### config.mk
export PLATFORM = sky130hd
export DESIGN_NAME = ppw_queue
export DESIGN_NICKNAME = d
export VERILOG_FILES = /design/src/design/point_to_pixel_projection_window_top_assert.svh /design/src/design/ppw_pkg.sv /design/src/design/ppw_queue.sv
export SDC_FILE = /design/constraint.sdc
export NUM_CORES = 1
export LEC_CHECK = 0
export ABC_CLOCK_PERIOD_IN_PS = 3900
export BUFFER_PORTS_ARGS = -buffer_cell sky130_fd_sc_hd__buf_2
export CAP_MARGIN = 20
export CORE_ASPECT_RATIO = 0.5
export CORE_MARGIN = 2
export CORE_UTILIZATION = 51
export CTS_CLUSTER_SIZE = 8
export DETAILED_ROUTE_END_ITERATION = 12
export PLACE_DENSITY_LB_ADDON = 0.08
export RECOVER_POWER = 25
export SYNTH_ARGS = -nofsm -noshare
export SYNTH_HDL_FRONTEND = slang
export SYNTH_SLANG_ARGS = --single-unit
### constraint.sdc
create_clock -name i_clk -period 3.9 [get_ports i_clk]
set_input_delay 0.195 -clock i_clk [delete_from_list [all_inputs] [get_ports i_clk]]
set_output_delay 0.195 -clock i_clk [all_outputs]
set_load 0.02 [all_outputs]
### src/design/point_to_pixel_projection_window_top_assert.svh
// Assertion macros for the projection window block.
// Used by point_to_pixel_projection_window_top; no other dependencies.
`ifndef POINT_TO_PIXEL_PROJECTION_WINDOW_TOP_ASSERT_SVH
`define POINT_TO_PIXEL_PROJECTION_WINDOW_TOP_ASSERT_SVH
`ifndef SYNTHESIS
`define PPW_ASSERT_NEVER(lbl, clk, rst_n, bad) \
    lbl: assert property (@(posedge clk) disable iff (!(rst_n)) !(bad)) \
        else $error("assertion failed: forbidden condition seen");
`define PPW_ASSERT_NEXT(lbl, clk, rst_n, ante, cons) \
    lbl: assert property (@(posedge clk) disable iff (!(rst_n)) (ante) |=> (cons)) \
        else $error("assertion failed: next-cycle consequence missing");
`else
`define PPW_ASSERT_NEVER(lbl, clk, rst_n, bad)
`define PPW_ASSERT_NEXT(lbl, clk, rst_n, ante, cons)
`endif
`endif

### src/design/ppw_pkg.sv
// Shared types and constants for the projection window block.
// No dependencies.
package ppw_pkg;
    localparam int COEF_W    = 18;
    localparam int POS_W     = 21;
    localparam int FOC_W     = 32;
    localparam int PIX_W     = 12;
    localparam int Q_FRAC    = 16;
    localparam int SPLIT     = 26;
    localparam int CFG_W     = 64;
    localparam int CFG_IDX_W = 3;

    localparam logic [CFG_IDX_W-1:0] CFG_ROT_X  = 3'd0;
    localparam logic [CFG_IDX_W-1:0] CFG_ROT_Y  = 3'd1;
    localparam logic [CFG_IDX_W-1:0] CFG_ROT_Z  = 3'd2;
    localparam logic [CFG_IDX_W-1:0] CFG_CAM    = 3'd3;
    localparam logic [CFG_IDX_W-1:0] CFG_FOCAL  = 3'd4;
    localparam logic [CFG_IDX_W-1:0] CFG_PRINC  = 3'd5;
    localparam logic [CFG_IDX_W-1:0] CFG_WINDOW = 3'd6;

    typedef struct packed {
        logic [3*COEF_W-1:0] rot_x;
        logic [3*COEF_W-1:0] rot_y;
        logic [3*COEF_W-1:0] rot_z;
        logic [3*POS_W-1:0]  cam;
        logic [2*FOC_W-1:0]  focal;
        logic [2*FOC_W-1:0]  princ;
        logic [4*PIX_W-1:0]  window;
    } t_cfg;

    typedef struct packed {
        logic full;
        logic empty;
    } t_q_st;
endpackage

### src/design/ppw_queue.sv
// Small FIFO between the front and back ends.
// Depends on ppw_pkg.
module ppw_queue #(
    parameter int W          = 135,
    parameter int DEPTH_LOG2 = 2
) (
    input  logic           i_clk,
    input  logic           i_rst_n,
    input  logic           i_push,
    input  logic [W-1:0]   i_data,
    input  logic           i_pop,
    output logic [W-1:0]   o_data,
    output ppw_pkg::t_q_st o_st
);
    import ppw_pkg::*;

    localparam int DEPTH = 1 << DEPTH_LOG2;

    logic [W-1:0]            r_slot [DEPTH];
    logic [DEPTH_LOG2-1:0]   r_wp, r_rp;
    logic [DEPTH_LOG2:0]     r_cnt;

    assign o_st.full  = (r_cnt == (DEPTH_LOG2+1)'(DEPTH));
    assign o_st.empty = (r_cnt == '0);
    assign o_data     = r_slot[r_rp];

    always_ff @(posedge i_clk) begin
        if (!i_rst_n) begin
            r_wp  <= '0;
            r_rp  <= '0;
            r_cnt <= '0;
        end else begin
            if (i_push) r_wp <= r_wp + 1'b1;
            if (i_pop)  r_rp <= r_rp + 1'b1;
            unique case ({i_push, i_pop})
                2'b10:   r_cnt <= r_cnt + 1'b1;
                2'b01:   r_cnt <= r_cnt - 1'b1;
                default: r_cnt <= r_cnt;
            endcase
        end
    end

    always_ff @(posedge i_clk) begin
        if (i_push) r_slot[r_wp] <= i_data;
    end
endmodule

Word level (Yosys, flattened, before mapping):

Memories as Yosys holds them, arrays and structs flattened. A register that Yosys moved wholly into a read port is not among the register bits.
Cells that the tools add are included.

* register bits after elaboration: 7
* bits in writable memories: 540
* input port bits: 139
* output and inout bits: 137
* logic and storage cells: 18
* memories kept: 1

Memories
* r_slot: words 4, bits a word 135, rd ports 1, clocked after memory_dff 1, wr ports 1, RTL line ppw_queue.sv:19 `logic [W-1:0] r_slot [DEPTH];`

* $add $sub $neg: 4
* equality and inequality tests: 3
* multiplexer cells: 5
* reduce and logical (&&, ||, !) cells: 2

Operators by type and width (count)
* $pmux W3 S2: 1
* $add A2 B1 Y2 const B: 2
* $mux W2: 2
* $add A3 B1 Y3 const B: 1
* $eq A3 B3 Y1 const B: 1
* $logic_not A3 Y1: 1
* $sub A3 B1 Y3 const B: 1
* $eq A2 B1 Y1 const B: 1
* $eq A2 B2 Y1 const B: 1
* $mux W1: 2
* $reduce_bool A2 Y1: 1

Longest topological paths before layout:

Gate-level depths: netlist of the first run.

* depth after elaboration: 3
* depth in mapped cells: 7
* depth with buffers taken out: 7

Worst setup path before layout of the first run:

No wires, ideal clock.

* path type: reg-to-reg
* start: reg r_wp[0]
* end: mem r_slot[0][0] (enable)
* library setup time: 0.510 ns
* data arrival time: 3.635 ns
* required time: 3.390 ns
* setup slack: -0.245 ns
* cell stages (with the launch flop): 4
* path buffers: 0
* period minus slack after synthesis: 4.145 ns
* path through: dfxtp_1 > inv_1 > ha_1 > and2_1

RTL lines
* start: declaration: RTL line ppw_queue.sv:20 `logic [DEPTH_LOG2-1:0] r_wp, r_rp;`
* start signal: assignment: RTL line ppw_queue.sv:33 `if (i_push) r_wp <= r_wp + 1'b1;`
* end: declaration: RTL line ppw_queue.sv:19

Straight into the memory's write port.

==> reports/metrics.csv, run 1 <==
metric,value,unit
CTS Buf Count,78,
drt pass-1 iters,4,
Final Critical Period,2.76,ns
Final ANT Viol Nets,0,
PD cells,563,nW/um^2
worst-path cell chain,"buf_4, mux4_2, buf_2",
Longest Clk Path Bufs,3,
Max Freq,362,MHz
DRC violations left,0,
vias,9424,
startpoint types,flip-flop,
CP Class,reg -> out,
fin. max-slew vios,0,
leading area contributor after synthesis,edfxtp_1,
endpoint type of the worst setup path,output pin,
Synth Warn #,0,
mean number of vias per cell,5.32,
synthesized area,19900,um^2
Leak,0.00850,uW
Rows,51,
Nets,1375,
clk sinks,549,
pin count of the biggest net entering global routing,63,
vias in the first global route,10547,
die width,283,um
max incr delay on CP,0.77,ns
CTS tree,done,
fraction of layout cells with a size suffix above 1,0.349,
Max rail drop VDD,0.000361,V
Antenna Diode Count,0,
buffers inserted by post-CTS timing repair,0,
WL/cell,21.9,um
die height,144,um
HP Class,in -> reg,
worst path bufs/invs,2,
Post-synth EDFFs,540,
I/O pins,276,
remaining global-route overflow,0,
Iteration-0 DRC Markers,536,
skew final,0.0130,ns
CP max stage cell,dfxtp_4,
Die ar.,40700,um^2
period utilization,0.709,
# setup viols final,0,
Syn Nets,896,
CP max FO,41,
final hold vios,0,
most common cell in the netlist,edfxtp_1,
post-CTS resize count,0,
FF/Latch Area,16400,um^2
initial antenna violation count,0,
number of fill cells,2613,
max-cap violation count,0,
clk slew on worst S/H paths,0.05,ns
total power,14300,uW
Placement Setup Slack,1.68,ns
Synth top cells by count,"edfxtp_1 (540), mux4_2 (135), buf_2 (15)",
Multi-input gate area,3300,um^2
RSZ-0062 raised after global routing,no,
DRT Wirelength,38800,um
PortBufs,275,
worst path required time,3.70,ns
GPL Wtd Cong,0.729,
area grow syn2layout,27.8,%
Initial Util,0.515,
Slew HR,0.350,
Core Box Area,38700,um^2
CTS H-tree depth,3,
Main synth FF type,edfxtp_1,
root buffer cell,clkbuf_16,
status,completed,
hpwl dp,21800,um
Mapped Avg Cell Area,26.5,um^2
Post-synth ARST share,0,
GRT Resource Usage Total,0.194,
Synth area leaders,"edfxtp_1 (81%), mux4_2 (15%), dfxtp_1 (0.91%), buf_6 (0.40%), buf_2 (0.38%)",
top-area cell type share of the netlist area,0.815,
PnR worst setup slack,1.14,ns
setup_tns,0,ns
CP arrival,2.57,ns
Synth Instances,751,
sequential area share after synthesis,0.824,
first-pass GRT wire length,58900,um
synthesized flop and latch total,549,
Synth cell types,21,
Worst Max-Slew Pin Slew,0.975,ns
clk_lat worst skew,0.59,ns
family with the most delay on the worst path,flip-flops,
[registers in the layout, indices dropped and copies added (netlist names), named ones only]
signal and flops:
r_slot 540, r_cnt 3, r_rp 2, r_wp 2
[per-layer routing]
layer  GRT usage  vias to the layer above  routed length (um)
met3      0.0457                       66                1460
li1            -                     4190                   -
met2       0.351                      179               21100
met1       0.234                     4989               15500
met5           0                        -                   0
met4      0.0635                        0                 735
[cell type report]
| type | count | area share |
|---|---|---|
| clock inverters | 3 | 0.00148 |
| multi-input cells | 166 | 0.130 |
| inverters | 6 | 0.000885 |
| clock buffers | 89 | 0.0825 |
| well taps | 530 | 0.0261 |
| flip-flops and latches | 549 | 0.645 |
| repair buffers | 429 | 0.115 |
[where the power goes]
group	internal (uW)	leakage [uW]	switching (uW)
clock network	3730	0.00105	2230
registers	6800	0.00504	89.8
logic	640	0.00242	835
[what timing repair did]
item	in CTS	in global routing
hold buffers	139	0
endpoints found under the setup margin	0	0
hold endpoints to repair	549	0
[through the flow]
step | instance area (um^2) | instances | hold slack [ns] | utilization
floorplan | 19900 | 751 | 0.294 | -
global placement | 22000 | 1541 | 0.404 | 0.569
detailed placement | 22000 | 1541 | 0.412 | 0.569
CTS | 25500 | 1772 | 0.330 | 0.661
global route | 25400 | 1772 | 0.393 | 0.658
finish | 25400 | 1772 | 0.385 | 0.658
[cell usage in the layout, fill, tap and decap left out]
cell type	instances
buf_12	11
or3_1	1
dfxtp_1	7
buf_2	191
edfxtp_1	540
and3_1	1
xor2_1	3
inv_1	6
mux2i_1	1
ha_1	5
and2_4	4
a21boi_0	1
clkinv_8	2
nor2b_1	1
mux4_2	135
and2_1	6
clkbuf_16	83
dfxtp_4	2
buf_4	4
fa_1	1
nand2_1	2
nor3_1	1
o21ai_0	2
clkinv_2	1
clkbuf_1	90
xnor2_1	2
dlygate4sd3_1	139
[kinds of logic (layout without fill, tap and decap cells)]
logic type,after synthesis,count (layout),synth area share
multiplexers,136,136,0.153
buffers and inverters,36,527,0.0108
XOR/XNOR,5,5,0.00220
adder cells (fa/ha/maj),6,6,0.00415
AND/OR/NAND/NOR,16,16,0.00472
AO/OA/AOI/OAI,3,3,0.000880
flip-flops,549,549,0.824
[final timing paths]
path	startpoint	to	slack [ns]	cells after the start
min	i_data[79]	r_slot[0][79]	0.39	2
min reg2reg	r_cnt[2]	r_cnt[2]	0.52	2
max reg2reg	r_wp[0]	r_slot[1][116]	1.78	3
max	flip-flop	o_data[108]	1.14	3
Power figures use the tool's default switching activity.
==> run 2: changes to the inputs <==
ABC_CLOCK_PERIOD_IN_PS = 2250   (was 3900)
clock period = 2.25 ns   (was 3.9 ns; I/O delays follow)
==> reports/metrics.csv, run 2 (synthesized netlist as in run 1, its figures left out) <==
metric,value,unit
Longest Clk Path Bufs,3,
Multi-input gate area,3300,um^2
Initial Util,0.515,
CP arrival,2.09,ns
skew final,0.0132,ns
Worst Max-Slew Pin Slew,0.589,ns
PD cells,959,nW/um^2
PnR worst setup slack,0.0471,ns
largest registers,"r_slot x540, r_cnt x3",
status,completed,
CTS Buf Count,78,
root buffer cell,clkbuf_16,
Max rail drop VDD,0.000587,V
initial antenna violation count,1,
remaining global-route overflow,0,
clk sinks,549,
GR Util met1,0.250,
Nets,1404,
RSZ-0062 raised after global routing,yes,
Final ANT Viol Nets,0,
Reg with most FFs,r_slot,
final hold vios,0,
CTS tree,done,
Top Usage Layer GRT,met2,
DRT Wirelength,39500,um
startpoint types,flip-flop,
die height,144,um
CTS H-tree depth,3,
first-pass GRT wire length,59600,um
Final Critical Period,2.20,ns
I/O pins,276,
"commonest non-fill, non-tap cell in the layout",edfxtp_1,
period utilization,0.979,
WL/cell,21.9,um
endpoint type of the worst setup path,output pin,
max-cap violation count,0,
CP Class,reg -> out,
hpwl dp,24000,um
# setup viols final,0,
drt pass-1 iters,4,
max reg flops,540,
met2 usage,0.342,
mean number of vias per cell,5.36,
die width,283,um
Rows,51,
clk_lat worst skew,0.57,ns
GRT Resource Usage Total,0.197,
Slew HR,0.607,
clk slew on worst S/H paths,0.05,ns
worst path required time,2.14,ns
GPL Wtd Cong,0.721,
number of fill cells,2587,
Leak,0.00868,uW
HP Class,in -> reg,
Core Box Area,38700,um^2
vias in the first global route,10638,
vias,9663,
total power,24700,uW
Placement Setup Slack,0.460,ns
met3 Use GR,0.0435,
"commonest non-fill, non-tap cells in the layout","edfxtp_1 (540), buf_2 (193), dlygate4sd3_1 (138), mux4_2 (135), clkbuf_1 (85)",
Die ar.,40700,um^2
FF/Latch Area,16400,um^2
DRC violations left,0,
Max Freq,454,MHz
pin count of the biggest net entering global routing,65,
area grow syn2layout,29.5,%
CP max FO,12,
Iteration-0 DRC Markers,551,
PortBufs,275,
fin. max-slew vios,0,
fraction of layout cells with a size suffix above 1,0.368,
[run 2: cell count changes in the layout (fill, tap and decap cells not counted), moves of 4 or more]
| cell | before | now |
|---|---|---|
| buf_6 | 0 | 6 |
| buf_4 | 4 | 20 |
| buf_12 | 11 | 23 |
| inv_6 | 0 | 5 |
| clkbuf_1 | 90 | 85 |
| clkbuf_16 | 83 | 79 |
[run 2: cell type report]
cell class	instances	share of cell area
clock inverter	6	0.00189
tap	530	0.0257
clock buffer	86	0.0778
multi-input combinational	166	0.128
sequential	549	0.637
antenna	1	0.0000971
inverter	6	0.000874
timing repair buffer	458	0.129
[run 2: metal layers]
metal / up-vias / share of wire / wire (um)
met5: - / 0 / 0
met4: 0 / 0.023 / 909
met3: 70 / 0.040 / 1590
met2: 232 / 0.53 / 20900
met1: 5103 / 0.41 / 16100
li1: 4258 / - / -
[run 2: path summary, 6_finish.rpt]
check              from              to  slack (ns)  cells after the start
max           flip-flop      o_data[84]        0.05                      4
min reg2reg    r_cnt[2]        r_cnt[2]        0.54                      2
max reg2reg     r_wp[0]  r_slot[0][106]        0.60                      4
min          i_data[48]   r_slot[1][48]        0.31                      2
[run 2: repair_timing]
| action | 4_1_cts | 5_1_grt |
|---|---|---|
| hold buffers | 138 | 0 |
| endpoints found under the hold margin | 549 | 0 |
| endpoints found under the setup margin | 119 | 60 |
| buffers inserted | 4 | 0 |
| resized for setup | 1 | 9 |
| cloned | 0 | 0 |
[run 2: critical path: stages, from the launching register on]
cell	delay, ns
dfxtp_4	0.44
buf_12	0.19
buf_12	0.17
mux4_2	0.52
buf_2	0.18
[run 2: power by group]
group          total [uW]  internal (uW)  switching [uW]
combinational        2750           1230            1520
clock               10100           6200            3860
sequential          11900          11800             125
total               24700          19200            5500
[run 2: metrics by stage]
step	util	instance area [um^2]	TNS (ns)	hold slack (ns)	cells
finish	0.666	25800	0	0.311	1802
global route	0.666	25800	-1.16	0.307	1802
CTS	0.668	25800	-0.0756	0.250	1801
detailed placement	0.578	22400	0	0.327	1567
global placement	0.578	22400	0	0.321	1567
floorplan	-	19900	0	0.211	751
